==> src/rtl/sid_pkg.sv <==
// Shared definitions for the shallow-ice diffusivity pipeline.
// Holds binary32 constants, unit latencies, register indexes and a
// leading-zero counter used by the floating-point units. No dependencies.
package sid_pkg;

    localparam logic [31:0] QNAN        = 32'h7FC0_0000;
    localparam logic [31:0] ONE_HALF    = 32'h3F00_0000;
    localparam logic [31:0] ONE_QUARTER = 32'h3E80_0000;
    localparam logic [31:0] INV_SPACING_RST = 32'h3F80_0000;

    // Register stages of the adder and multiplier, and of the square root.
    localparam int FP_LAT   = 4;
    localparam int SQRT_LAT = 26;

    localparam int CFG_IDX_W = 4;

    typedef enum logic [CFG_IDX_W-1:0] {
        CFG_A_SCALED    = 4'd0,
        CFG_C_SCALED    = 4'd1,
        CFG_INV_SPACING = 4'd2,
        CFG_EPS_SQUARED = 4'd3
    } t_cfg_idx;

    // Result class decided early in a unit and applied at packing.
    typedef enum logic [1:0] {
        SP_NONE,
        SP_NAN,
        SP_INF,
        SP_ZERO
    } t_fspec;

    // Leading zeros of a 48-bit word; 48 when the word is zero.
    function automatic logic [5:0] f_lzc48(input logic [47:0] v);
        logic [5:0] n;
        n = 6'd48;
        for (int i = 0; i < 48; i++) begin
            if (v[i]) n = 6'(47 - i);
        end
        return n;
    endfunction

endpackage

==> src/rtl/sid_fadd.sv <==
// Four-stage binary32 adder, round to nearest even, subnormals kept.
// Depends on sid_pkg.
module sid_fadd (
    input  logic        i_clk,
    input  logic        i_en,
    input  logic [31:0] i_a,
    input  logic [31:0] i_b,
    output logic [31:0] o_s
);
    import sid_pkg::*;

    logic [31:0] big, sml;
    logic [7:0]  eb, es, ebig, esml, d;
    logic [26:0] mb27, ms27, al;
    logic        a_nan, b_nan, a_inf, b_inf;
    t_fspec      n1_spec;

    logic [26:0] r1_big, r1_sml;
    logic [7:0]  r1_ebig;
    logic        r1_sub, r1_sign;
    t_fspec      r1_spec;

    logic [27:0] r2_sum;
    logic [7:0]  r2_ebig;
    logic        r2_sub, r2_sign;
    t_fspec      r2_spec;

    logic [5:0]  lz;
    logic [7:0]  lim;
    logic [4:0]  n3_amt;
    logic [8:0]  n3_e;
    logic [27:0] r3_sum;
    logic [4:0]  r3_amt;
    logic [8:0]  r3_e;
    logic        r3_sub, r3_sign;
    t_fspec      r3_spec;

    logic [26:0] m;
    logic        rnd, ovf;
    logic [7:0]  field;
    logic [30:0] mag;
    logic [31:0] n4_s, r4_s;

    always_comb begin
        a_nan = (i_a[30:23] == 8'hFF) && (i_a[22:0] != '0);
        b_nan = (i_b[30:23] == 8'hFF) && (i_b[22:0] != '0);
        a_inf = (i_a[30:23] == 8'hFF) && (i_a[22:0] == '0);
        b_inf = (i_b[30:23] == 8'hFF) && (i_b[22:0] == '0);
        if (a_nan || b_nan || (a_inf && b_inf && (i_a[31] != i_b[31]))) begin
            n1_spec = SP_NAN;
        end else if (a_inf || b_inf) begin
            n1_spec = SP_INF;
        end else begin
            n1_spec = SP_NONE;
        end
        // The larger magnitude always sits on the big side.
        if (i_b[30:0] > i_a[30:0]) begin
            big = i_b;
            sml = i_a;
        end else begin
            big = i_a;
            sml = i_b;
        end
        eb   = big[30:23];
        es   = sml[30:23];
        ebig = (eb == 8'd0) ? 8'd1 : eb;
        esml = (es == 8'd0) ? 8'd1 : es;
        d    = ebig - esml;
        mb27 = {eb != 8'd0, big[22:0], 3'b000};
        ms27 = {es != 8'd0, sml[22:0], 3'b000};
        if (d >= 8'd27) begin
            al = {26'd0, |ms27};
        end else begin
            al    = ms27 >> d;
            al[0] = al[0] | (|(ms27 & ~(27'h7FF_FFFF << d)));
        end
    end

    always_comb begin
        lz  = f_lzc48({r2_sum[26:0], 1'b1, 20'd0});
        lim = r2_ebig - 8'd1;
        n3_amt = ({2'b00, lz} < lim) ? lz[4:0] : lim[4:0];
        if (r2_sum[27]) begin
            n3_e = {1'b0, r2_ebig} + 9'd1;
        end else begin
            n3_e = {1'b0, r2_ebig} - {4'd0, n3_amt};
        end
    end

    always_comb begin
        if (r3_sum[27]) begin
            m = {r3_sum[27:2], r3_sum[1] | r3_sum[0]};
        end else begin
            m = r3_sum[26:0] << r3_amt;
        end
        rnd   = m[2] & (m[1] | m[0] | m[3]);
        ovf   = m[26] && (r3_e >= 9'd255);
        field = m[26] ? r3_e[7:0] : 8'd0;
        mag   = {field, m[25:3]} + {30'd0, rnd};
        case (r3_spec)
            SP_NAN:  n4_s = QNAN;
            SP_INF:  n4_s = {r3_sign, 8'hFF, 23'd0};
            default: begin
                if (r3_sum == '0) begin
                    // Exact cancellation gives +0; like-signed zeros keep the sign.
                    n4_s = {r3_sub ? 1'b0 : r3_sign, 31'd0};
                end else if (ovf) begin
                    n4_s = {r3_sign, 8'hFF, 23'd0};
                end else begin
                    n4_s = {r3_sign, mag};
                end
            end
        endcase
    end

    always_ff @(posedge i_clk) begin
        if (i_en) begin
            r1_big  <= mb27;
            r1_sml  <= al;
            r1_ebig <= ebig;
            r1_sub  <= i_a[31] ^ i_b[31];
            r1_sign <= big[31];
            r1_spec <= n1_spec;
            r2_sum  <= r1_sub ? ({1'b0, r1_big} - {1'b0, r1_sml})
                              : ({1'b0, r1_big} + {1'b0, r1_sml});
            r2_ebig <= r1_ebig;
            r2_sub  <= r1_sub;
            r2_sign <= r1_sign;
            r2_spec <= r1_spec;
            r3_sum  <= r2_sum;
            r3_amt  <= n3_amt;
            r3_e    <= n3_e;
            r3_sub  <= r2_sub;
            r3_sign <= r2_sign;
            r3_spec <= r2_spec;
            r4_s    <= n4_s;
        end
    end

    assign o_s = r4_s;

endmodule

==> config.mk <==
export PLATFORM = sky130hd
export DESIGN_NAME = sid_fadd
export DESIGN_NICKNAME = d
export VERILOG_FILES = /design/src/rtl/sid_pkg.sv /design/src/rtl/sid_fadd.sv
export SDC_FILE = /design/constraint.sdc
export NUM_CORES = 1
export LEC_CHECK = 0
export BUFFER_PORTS_ARGS = -buffer_cell sky130_fd_sc_hd__clkbuf_2
export CORE_ASPECT_RATIO = 2
export CORE_MARGIN = 4
export CORE_UTILIZATION = 45
export CTS_CLUSTER_DIAMETER = 50
export DETAILED_ROUTE_END_ITERATION = 10
export GPL_TIMING_DRIVEN = 0
export PLACE_DENSITY = 0.64
export SLEW_MARGIN = 40
export SYNTH_ARGS = -nofsm -noshare
export SYNTH_HDL_FRONTEND = slang
export SYNTH_SLANG_ARGS = --single-unit
==> constraint.sdc <==
create_clock -name i_clk -period 6.4 [get_ports i_clk]
set_input_delay 0.32 -clock i_clk [delete_from_list [all_inputs] [get_ports i_clk]]
set_output_delay 0.32 -clock i_clk [all_outputs]
set_load 0.05 [all_outputs]
## Word level (Yosys, flattened, before mapping)

Index checks and enable logic that the tools add are counted.

- Register bits after elaboration: 181
- Input port bits: 66
- Output and inout port bits: 32
- Logic and storage cells: 109

- Add/subtract/negate cells: 7
- Order comparisons: 4
- Equality and inequality tests: 5
- Shifts and indexed selects: 3
- Mux-type cells: 42
- Bitwise operators: 8
- Reduce and logical (&&, ||, !) cells: 21

Operators with widths:

| cell | number |
|---|---|
| 6-bit 2-to-1 mux | 26 |
| 32-bit 2-to-1 mux | 2 |
| 32-bit one-hot mux with 2 select lines | 1 |
| 31-bit 2-to-1 mux | 2 |
| 23-bit zero test | 2 |
| 23-bit nonzero test | 2 |
| 31-bit by 1-bit adder with 31-bit output | 1 |
| 31-bit greater-than comparator | 1 |
| 27-bit by 27-bit adder with 28-bit output | 1 |
| 28-bit zero test | 1 |
| 28-bit 2-to-1 mux | 1 |
| 27-bit by 27-bit subtractor with 28-bit output | 1 |
| 27-bit bitwise AND | 1 |
| 27-bit 2-to-1 mux | 1 |
| 27-bit NOT | 1 |
| 27-bit OR reduction | 1 |
| 27-bit by 5-bit << shifter with 27-bit output | 1 |
| 27-bit by 8-bit << shifter with 27-bit output (first input constant) | 1 |
| 27-bit by 8-bit >> shifter with 27-bit output | 1 |
| 8-bit 2-to-1 mux | 3 |
| 24-bit OR reduction | 1 |
| 8-bit equality test (second input constant) | 2 |
| 8-bit zero test | 2 |
| 8-bit nonzero test | 2 |
| other kinds (19) | 32 |

## Logic depth before layout (Yosys ltp)

Gate-level depths: netlist of run 1.

- Depth after elaboration: 31
- Depth in mapped cells: 30
- Mapped depth without buffers: 25

## Worst setup path after synthesis of run 1

Ideal clock, no wire load.

- Path kind: input port to flip-flop
- From: input i_a[29]
- To: register r1_sml[0], data pin
- Library setup time: 268 ps
- Arrival: 5896 ps
- Data required time: 6132 ps
- Setup slack: 235 ps
- Stages: 29
- Path buffers: 7
- Cells stage by stage: inv_1 ha_1 nand4_1 or3_1 nor3_1 nand2_1 o21ai_1 buf_2 buf_2 buf_2 clkbuf_1 clkbuf_1 nand2_1 o211ai_1 ha_1 inv_1 fa_1 a21o_1 o2bb2ai_1 o41ai_1 or2_2 clkbuf_1 clkbuf_1 nand3_1 o21a_1 a221oi_1 o21ai_0 a211oi_1 o211ai_1

- Word-level cells in the longest chain between the ends: 11
- Elaborated cells on any way between the ends: 18
- Classes of those cells: add/sub (1); order compare (2); shift (2); mux (5); bitwise (3); reduce/logical (5)

RTL lines:

| item | RTL line | text |
|---|---|---|
| start: declaration | sid_fadd.sv:6 | `input logic [31:0] i_a,` |
| 31-bit greater-than comparator | sid_fadd.sv:57 | `if (i_b[30:0] > i_a[30:0]) begin` |
| 32-bit 2-to-1 mux or 31-bit 2-to-1 mux (tied branches) | sid_fadd.sv:57 |  |
| 8-bit zero test, on equally long branches | sid_fadd.sv:66, sid_fadd.sv:67 |  |
| 8-bit 2-to-1 mux, on equally long branches | sid_fadd.sv:66, sid_fadd.sv:67 |  |
| 8-bit subtractor | sid_fadd.sv:68 | `d = ebig - esml;` |
| 27-bit by 8-bit << shifter with 27-bit output | sid_fadd.sv:75 | `al[0] = al[0] \| (\|(ms27 & ~(27'h7FF_FFFF << d)));` |
| 27-bit NOT | sid_fadd.sv:75 |  |
| 27-bit bitwise AND | sid_fadd.sv:75 |  |
| 27-bit OR reduction | sid_fadd.sv:75 |  |
| 1-bit bitwise OR | sid_fadd.sv:75 |  |
| 1-bit 2-to-1 mux (*) | sid_fadd.sv:71 | `if (d >= 8'd27) begin` |
| named net al[0] | sid_fadd.sv:14 | `logic [26:0] mb27, ms27, al;` |
| end signal: assignment | sid_fadd.sv:119 | `r1_sml <= al;` |
| end: declaration | sid_fadd.sv:18 | `logic [26:0] r1_big, r1_sml;` |

The timed path passes the listed nets; every way through them passes the cells marked *.
A chain may end at the register's enable or synchronous reset.

## Worst setup path after layout of run 1

- From: input i_a[19]
- To: register r1_sml[8], data pin

- Word-level cells in the longest chain between the ends: 6
- Elaborated cells on any way between the ends: 11
- Classes of those cells: add/sub (1); order compare (2); shift (1); mux (4); reduce/logical (3)

RTL lines:

| item | RTL line |
|---|---|
| 31-bit greater-than comparator | sid_fadd.sv:57 |
| 32-bit 2-to-1 mux or 31-bit 2-to-1 mux (tied branches) | sid_fadd.sv:57 |
| 8-bit zero test, on equally long branches | sid_fadd.sv:66, sid_fadd.sv:67 |
| 8-bit 2-to-1 mux, on equally long branches | sid_fadd.sv:66, sid_fadd.sv:67 |
| 8-bit subtractor | sid_fadd.sv:68 |
| 27-bit by 8-bit >> shifter with 27-bit output or 8-bit by 5-bit >= comparator with 1-bit output (tied branches) | sid_fadd.sv:74, sid_fadd.sv:71 |

Parallel ways exist; a longest one is shown, timed or not.

==> metrics.yaml, run 1 <==
nNetsFinal: 1859
ys_top_cells_by_area: "edfxtp_1 (36%), ha_1 (8.7%), mux2i_1 (4.7%)"
final.period_utilization_pct: 98.6
hpwl_um: 44200
hold_class: "input port to flop"
cts.clk_slew.worst_paths_ns: 0.08
slew_violations: 0
die_area_um2: 36800
timing.rr.start: "r2_sum[14]$_DFFE_PP_"
max_stage_delay_ns: 0.76
grt_max_degree: 72
die_x_um: 138
yosysMostFrequentCell: "edfxtp_1"
fin_setup_tns_ns: 0
synth_fp_nets: 1739
p_leak_uw: 0.00679
dpl_cell_area_um2: 16200
drive_gt1_share_pct: 17.0
cap_violations: 0
synth_top_area_share_pct: 35.9
period_minus_slack_ns: 6.31
cts_tree: "yes"
ys_ff_latch: 181
synth_edf_count: 181
vdd_drop_max_uv: 187
vias: 13300
reg2reg_depth: 22
synth_top_family_by_area: "simple AND/OR/NAND/NOR gates"
synth_adder_area_share_pct: 9.08
crit_slowest_cell: "fa_2"
min_to: "r1_sign$_DFFE_PP_"
rows: 94
end_kind: "flop"
yosysWarnings: 0
hold_start: "i_a[31]"
synth_common_cells: "edfxtp_1 (181), nor2_1 (150), nand2_1 (121), inv_1 (115), ha_1 (105)"
p_per_area_nw_per_um2: 304
start_util_pct: 45.8
setup.worst_path.class: "input port to flop"
whs_path_depth: 2
coreArea_um2: 33000
first_pass_iters: 5
rsz0062_at_grt: "true"
path_cells: "clkbuf_2 > inv_1 > ha_1 > nand4_1 > nor4_4 > o211ai_1 > a41oi_2 > o21ai_2 > buf_6 > buf_6 > buf_4 > clkbuf_8 > clkbuf_4 > o211ai_1 > ha_1 > inv_1 > fa_2 > inv_2 > nor2_2 > nand2_1 > o22ai_1 > nor2_1 > mux4_2 > o21ai_0"
diodes: 0
netlist_instances: 1565
numClockSinks: 181
worstMarginPinSlew_ns: 0.877
antenna_found_initial: 0
numCtsBuffers: 17
setup_viol: 0
postRouteAntennaNets: 0
slew_headroom_pct: 41.0
cp.arrival_ns: 6.55
stdcell_area_um2: 17100
wirelength_um: 54200
yosysSeqAreaShare_pct: 35.9
nFillCells: 3028
fmax_mhz: 158
gp_congestion: 1.07
gr-usage-all-layers_pct: 29.8
critPathTopFamily: "simple AND/OR/NAND/NOR gates"
wl_per_cell_um: 25.4
first_iter_violations: 875
synth_compound_area_share_pct: 15.7
cp.depth: 24
synthSimpleGateAreaFrac_pct: 16.3
io_pins: 98
cp_max_fo: 10
yosysTopAreaCell: "edfxtp_1"
grt_overflow_total: 0
synth-main-ff-cell: "edfxtp_1"
netlist_area_um2: 15100
synthArstFlopShare_pct: 0
grt_pass1_wl_um: 79700
synthMuxAreaShare_pct: 14.2
ys_types: 85
r2r_slack_ns: 0.55
clock_latency_ns: 0.45
drc: 0
place.port_buffers: 97
h-tree-depth: 4
area.growth.synth_to_final_pct: 13.0
path_buf_inv: 9
grt_pass1_vias: 13600
hold_viol: 0
skew_ns: 0.0138
drt-vias-per-instance: 6.24
cts_root_buf: "clkbuf_16"
critPathLaunchType: "input port"
avgSynthCellArea_um2: 9.67
run_status: "finished, final reports clean"
r2r-end: "r3_e[8]$_DFFE_PP_"
cts_buffer_depth: 2
cp.required_ns: 6.64
synth_xor_area_share_pct: 3.70
die_y_um: 267
==> cell usage in the layout, fill, tap and decap left out, types with 11 or more instances in the layout <==
cell and n:
edfxtp_1 181, nor2_1 142, nand2_1 120, inv_1 115
ha_1 105, clkbuf_2 103, a21oi_1 100, o21ai_0 74
mux2i_1 70, mux2_2 41, xnor2_1 39, nor3_1 36
clkbuf_1 33, nand3_1 32, nor4_1 28, mux4_2 25
nand4_1 24, xor2_1 23, nand2b_1 20, o22ai_1 18
a211oi_1 17, clkbuf_16 17, mux4_1 16, or3_1 16
o211ai_1 14, and3_1 13, a31oi_1 13, o21a_1 12
a21o_1 11, o21ai_1 11
==> worst register-to-register path: stages (launching register included) <==
cell and delay [ns]:
edfxtp_1 0.47, nor4_1 0.80, o21ai_0 0.42, a21oi_1 0.37, nor2_1 0.13, ha_1 0.30, o211ai_1 0.08, a21oi_1 0.05
o21ai_0 0.23, buf_1 0.45, mux2i_1 0.36, inv_1 0.08, ha_1 0.28, nand2b_1 0.09, fa_1 0.44, inv_1 0.07
a21oi_1 0.05, o21ai_0 0.24, a21oi_1 0.12, o21bai_1 0.21, a21o_1 0.15, a21oi_1 0.07, xnor2_1 0.13
==> metal layers <==
layer | wire length, um | global-route usage [%]
met1 | 15300 | 23.3
met3 | 1990 | 4.02
met2 | 29800 | 57.1
met4 | 7060 | 31.0
met5 | 0 | 0
==> logic make-up after synthesis <==
| family | count (synthesis) |
|---|---|
| XOR/XNOR | 64 |
| buffers and inverters | 186 |
| multiplexers | 153 |
| flip-flops | 181 |
| adder cells (fa/ha/maj) | 108 |
| AND/OR/NAND/NOR | 503 |
| AO/OA/AOI/OAI | 370 |
==> sequential cells by signal, summed over array words and instances, names as in the netlist, 2 cells and up <==
register / count
r2_spec: 2
r1_big: 24
r3_amt: 5
r1_sml: 27
o_s: 32
r1_ebig: 8
r1_spec: 2
r2_sum: 28
r3_sum: 28
r3_e: 9
r2_ebig: 8
r3_spec: 2
==> area by class of cell <==
class | instances | area, um2 | area share, %
plain buffers | 65 | 378 | 2.21
clock buffers | 17 | 425 | 2.49
clock inverters | 15 | 144 | 0.841
inverters | 118 | 443 | 2.59
multi-input cells | 1198 | 9150 | 53.5
flip-flops and latches | 181 | 5440 | 31.8
well taps | 432 | 541 | 3.16
repair buffers | 104 | 587 | 3.43
==> power breakdown <==
part / total, uW / switching, uW / leakage, uW / internal (uW)
clock: 1020 / 506 / 0.000271 / 514
combinational: 2470 / 1590 / 0.00475 / 879
sequential: 1710 / 158 / 0.00177 / 1550
==> timing repair <==
action                     4_1_cts  5_1_grt
pin swaps                        2        5
gates resized for setup         44       34
gates cloned                     0        0
setup endpoints to repair       27       16
setup buffers                    3        2
hold buffers                     0        0
==> through the flow <==
stage               cells  hold WS [ns]  total power [uW]  utilization (%)  setup slack (ns)
floorplan            1565         0.400              3270                -             0.235
global placement     2094         0.407              4030             48.9             -2.96
detailed placement   2096         0.405              4060             49.2             -2.78
CTS                  2129         0.187              5120             51.4          -0.00212
global route         2130         0.195              5440             51.8            -0.155
finish               2130         0.209              5200             51.8            0.0898
==> how the worst max path moves through the flow <==
| stage | startpoint | end | slack, ns |
|---|---|---|---|
| 6_report | i_a[19] | r1_sml[8]$_SDFFCE_PP0P_ | 0.09 |
| 3_3_place_gp | i_a[28] | r1_sml[0]$_DFFE_PP_ | -2.96 |
| 2_1_floorplan | i_a[29] | r1_sml[0]$_DFFE_PP_ | 0.24 |
| 5_1_grt | i_a[22] | r1_sml[0]$_DFFE_PP_ | -0.16 |
| 4_1_cts | i_a[19] | r1_sml[0]$_DFFE_PP_ | -0.002 |
| 3_5_place_dp | i_a[28] | r1_sml[0]$_DFFE_PP_ | -2.78 |
Note: power is estimated with default switching activity, not from simulation.
==> run 2: changes to the inputs <==
- BUFFER_PORTS_ARGS: -buffer_cell sky130_fd_sc_hd__clkbuf_2 -> -buffer_cell sky130_fd_sc_hd__buf_2
==> run 2 against run 1 <==
- via count about the same
- clock skew down 0.0017 ns
- first-iteration DRC count down 18%
- combinational power about the same
- wire length down 0.62%
- critical endpoint is now r1_sml[0]$_DFFE_PP_
- largest power group unchanged
==> metrics.yaml, run 2 (synthesized netlist as in run 1, its figures left out) <==
cp.arrival_ns: 6.37
stdcell_area_um2: 17000
place.port_buffers: 97
end_kind: "flop"
antenna_found_initial: 0
area.growth.synth_to_final_pct: 12.5
period_minus_slack_ns: 6.26
placed_cells: 2096
combPwrFrac_pct: 47.8
crit_path_start: "i_a[19]"
grt_overflow_total: 0
mostFrequentLayoutCells: "edfxtp_1 (181), nor2_1 (138), nand2_1 (121)"
fin_ws_ns: 0.141
hold_start: "i_b[31]"
path_buf_inv: 8
drc: 0
switchingPower_uw: 2210
dpl_cell_area_um2: 16300
crit_slowest_cell: "fa_2"
start_util_pct: 45.8
timing.rr.start: "r2_sum[14]$_DFFE_PP_"
rows: 94
p_seq_share_pct: 33.2
clock_latency_ns: 0.44
final_common_cell: "edfxtp_1"
die_area_um2: 36800
p_leak_uw: 0.00673
gr-usage-all-layers_pct: 29.8
nFillCells: 3087
p_per_area_nw_per_um2: 302
cap_violations: 0
cp_common_cell: "o211ai_1"
power.internal_uw: 2930
skew_ns: 0.0121
h-tree-depth: 4
drt-vias-per-instance: 6.25
critPathTopFamily: "simple AND/OR/NAND/NOR gates"
hpwl_um: 44100
p_clk_share_pct: 19.0
fin_cells: 2128
cts_root_buf: "clkbuf_16"
netSwitchingFraction_pct: 42.9
numCtsBuffers: 17
cts.clk_slew.worst_paths_ns: 0.08
setup_viol: 0
r2r_slack_ns: 0.55
grt_max_degree: 78
cts_tree: "yes"
slew_violations: 0
coreArea_um2: 33000
diodes: 0
cp_max_fo: 19
grt_pass1_wl_um: 80100
multi_input_area_um2: 9120
wl_per_cell_um: 25.3
vdd_drop_max_uv: 187
die_y_um: 267
critPathLaunchType: "input port"
path_cells: "buf_2 > inv_1 > ha_1 > nand4_1 > nor4_4 > o211ai_1 > a41oi_2 > o21ai_2 > buf_12 > buf_4 > clkbuf_8 > clkbuf_4 > o211ai_1 > ha_2 > inv_1 > fa_2 > inv_2 > nor2_2 > nor2_2 > o21ai_2 > nand2_1 > nor4_2 > o211ai_1"
finish.utilization_pct: 51.5
die_x_um: 138
nNetsFinal: 1858
largest_register_ffs: 32
cts_buffer_depth: 2
hold_class: "input port to flop"
postRouteAntennaNets: 0
slew_headroom_pct: 41.8
dp_slack_ns: -2.74
gp_congestion: 1.07
max_stage_delay_ns: 0.78
io_pins: 98
first_iter_violations: 720
drive_gt1_share_pct: 16.4
numClockSinks: 181
cp.required_ns: 6.51
regArea_um2: 5440
hold_viol: 0
first_pass_iters: 7
setup.worst_path.class: "input port to flop"
grt_pass1_vias: 13600
final.period_utilization_pct: 97.8
wirelength_um: 53800
worstMarginPinSlew_ns: 0.865
fmax_mhz: 160
vias: 13300
run_status: "finished, final reports clean"
[run 2: path summary, 6_finish.rpt]
path,depth (start not counted),end
setup / recovery,23,r1_sml[0]$_DFFE_PP_
hold / removal,2,r1_sign$_DFFE_PP_
setup reg to reg,22,r3_e[8]$_DFFE_PP_
hold reg to reg,0,r2_ebig[1]$_DFFE_PP_
[run 2: layout make-up]
type	count	area share, %
inverter	118	2.60
buffer	62	2.07
clock buffer	18	2.52
multi-input combinational	1198	53.6
clock inverter	13	0.588
tap	432	3.17
timing repair buffer	106	3.54
sequential	181	31.9
[run 2: what timing repair did]
| action | in CTS | in global routing |
|---|---|---|
| hold buffers | 0 | 0 |
| gates resized for setup | 49 | 18 |
| cloned | 0 | 0 |
| pin swaps | 9 | 10 |
| setup endpoints to repair | 27 | 15 |
| setup buffers | 3 | 4 |
[run 2: routing by layer]
metal	part of all wire [%]	wire length (um)	GRT usage, %
met3	3.8	2050	4.55
met2	55	29800	57.0
met1	28	15300	23.5
met4	13	6740	30.6
met5	0	0	0
[run 2: power by group through the flow]
stage / Sequential (uW) / Combinational [uW] / Clock [uW]
floorplan: 1770 / 1510 / 0
finish: 1710 / 2460 / 976
global route: 1730 / 2630 / 1040
CTS: 1700 / 2390 / 991
detailed placement: 1730 / 2330 / 0
global placement: 1730 / 2300 / 0
[run 2: stage by stage]
| step | TNS (ns) | hold slack, ns | power (uW) |
|---|---|---|---|
| floorplan | 0 | 0.400 | 3270 |
| global placement | -47.97 | 0.405 | 4030 |
| detailed placement | -46.28 | 0.405 | 4060 |
| CTS | 0 | 0.199 | 5080 |
| global route | -0.00187 | 0.201 | 5400 |
| finish | 0 | 0.219 | 5140 |
==> run 3: changes to the inputs <==
--- a/config.mk
+++ b/config.mk
@@ -7,2 +7,3 @@
 export LEC_CHECK = 0
+export ABC_CLOCK_PERIOD_IN_PS = 6400
 export BUFFER_PORTS_ARGS = -buffer_cell sky130_fd_sc_hd__buf_2
@@ -14,2 +15,3 @@
 export GPL_TIMING_DRIVEN = 0
+export HOLD_SLACK_MARGIN = 0.1
 export PLACE_DENSITY = 0.64
==> constraint.sdc (replaced) <==
create_clock -name i_clk -period 6.4 [get_ports i_clk]
set_input_delay 0.64 -clock i_clk [delete_from_list [all_inputs] [get_ports i_clk]]
set_output_delay 0.64 -clock i_clk [all_outputs]
set_load 0.05 [all_outputs]
==> run 3 against run 2 <==
- final cell count up 0.80%
- clock power up 7%
- cell area up 2.8%
- wire length up 5.7%
- largest cell class unchanged
- non-clock buffer count up 16
- sequential share of layout area down 0.86 points
- setup slack worse by 0.037 ns
- critical path depth up 7
- sequential power about the same
- combinational power up 7%
- count of clock-buffer cells in the layout down 1
==> metrics.yaml, run 3 (synthesized netlist as in run 1, its figures left out) <==
cp_max_fo: 10
vdd_drop_max_uv: 147
mostFrequentLayoutCells: "edfxtp_1 (181), nor2_1 (138), nand2_1 (119)"
start_util_pct: 45.8
area.growth.synth_to_final_pct: 15.6
grt_pass1_vias: 14000
drive_gt1_share_pct: 19.0
cts.clk_slew.worst_paths_ns: 0.07
die_y_um: 267
rows: 94
clock_latency_ns: 0.45
h-tree-depth: 4
nNetsFinal: 1874
reg2reg_depth: 22
largest_register_ffs: 32
numClockSinks: 181
cts_tree: "yes"
vias: 13400
end_kind: "flop"
finish.utilization_pct: 52.9
io_pins: 98
stdcell_area_um2: 17500
setup.worst_path.class: "input port to flop"
drt-vias-per-instance: 6.25
die_x_um: 138
cts_root_buf: "clkbuf_16"
worstMarginPinSlew_ns: 0.927
postRouteAntennaNets: 0
cp.required_ns: 6.58
antenna_found_initial: 0
cap_violations: 0
grt_pass1_wl_um: 83700
wl_per_cell_um: 26.5
p_leak_uw: 0.00694
crit_slowest_cell: "nor4_4"
slew_violations: 0
whs_path_depth: 0
critPathLaunchType: "input port"
gr-usage-all-layers_pct: 31.4
gp_congestion: 1.02
hold_viol: 0
setup_viol: 0
final.period_utilization_pct: 98.4
diodes: 0
first_iter_violations: 823
period_minus_slack_ns: 6.30
final_common_cell: "edfxtp_1"
dpl_cell_area_um2: 16300
place.port_buffers: 97
hpwl_um: 46100
coreArea_um2: 33000
drc: 0
r2r_slack_ns: 0.53
run_status: "finished, final reports clean"
p_per_area_nw_per_um2: 307
wirelength_um: 56900
numCtsBuffers: 17
first_pass_iters: 5
grt_overflow_total: 0
die_area_um2: 36800
grt_max_degree: 76
cp.arrival_ns: 6.47
skew_ns: 0.0118
hold_class: "flop to flop"
slew_headroom_pct: 37.7
max_stage_delay_ns: 0.41
cts_buffer_depth: 2
fmax_mhz: 159
==> run 3: cell count changes in the layout (fill, tap and decap cells not counted), moves of 4 or more <==
cell,delta
buf_4,+13
buf_6,+6
clkbuf_1,-4
clkinv_8,+4
==> run 3: per-stage QoR <==
step,setup WS (ns),hold WS [ns],cells,power [uW],TNS (ns)
floorplan,0.0713,0.400,1565,3270,0
global placement,-2.99,0.401,2094,4070,-54.88
detailed placement,-2.98,0.405,2096,4090,-50.32
CTS,0.000969,0.423,2131,5230,0
global route,-0.0207,0.435,2145,5610,-0.0377
finish,0.104,0.422,2145,5370,0
==> run 3: cell type report <==
type,count,area (um2)
multi-input cells,1198,9350
repair buffers,120,723
clock buffers,17,425
flip-flops and latches,181,5440
inverters,118,443
well taps,432,541
fillers,3006,15600
plain buffers,64,410
clock inverters,15,164
==> run 3: worst paths after layout <==
check	start	endpoint
setup / recovery	i_a[10]	r1_sml[0]$_DFFE_PP_
hold / removal	r2_sub$_DFFE_PP_	r3_sub$_DFFE_PP_
setup reg to reg	r2_sum[14]$_DFFE_PP_	r3_e[7]$_DFFE_PP_
hold reg to reg	r2_sub$_DFFE_PP_	r3_sub$_DFFE_PP_
==> run 3: report_power, final <==
| group | internal (uW) | switching (uW) |
|---|---|---|
| Clock | 522 | 521 |
| Combinational | 951 | 1670 |
| Sequential | 1550 | 153 |
==> run 3: what timing repair did <==
| action | CTS | global route |
|---|---|---|
| endpoints found under the hold margin | 0 | 0 |
| gates resized for setup | 79 | 41 |
| endpoints found under the setup margin | 27 | 18 |
| setup buffers | 6 | 15 |
| pin swaps | 10 | 18 |
| hold buffers | 0 | 0 |
==> run 3: metal layers <==
layer | vias to the layer above | share of wire (%) | track usage (%)
met5 | - | 0 | 0
met4 | 0 | 13 | 33.0
met3 | 272 | 3.5 | 3.95
met2 | 556 | 56 | 60.5
met1 | 6382 | 28 | 24.5
li1 | 6191 | - | -
==> run 3: critical path: cells and delay by family <==
family / cells / cell delay [ns]
compound gates: 10 / 2.05
simple gates: 8 / 1.59
buf+inv: 7 / 0.92
fa+ha+maj: 3 / 0.86
mux: 2 / 0.39
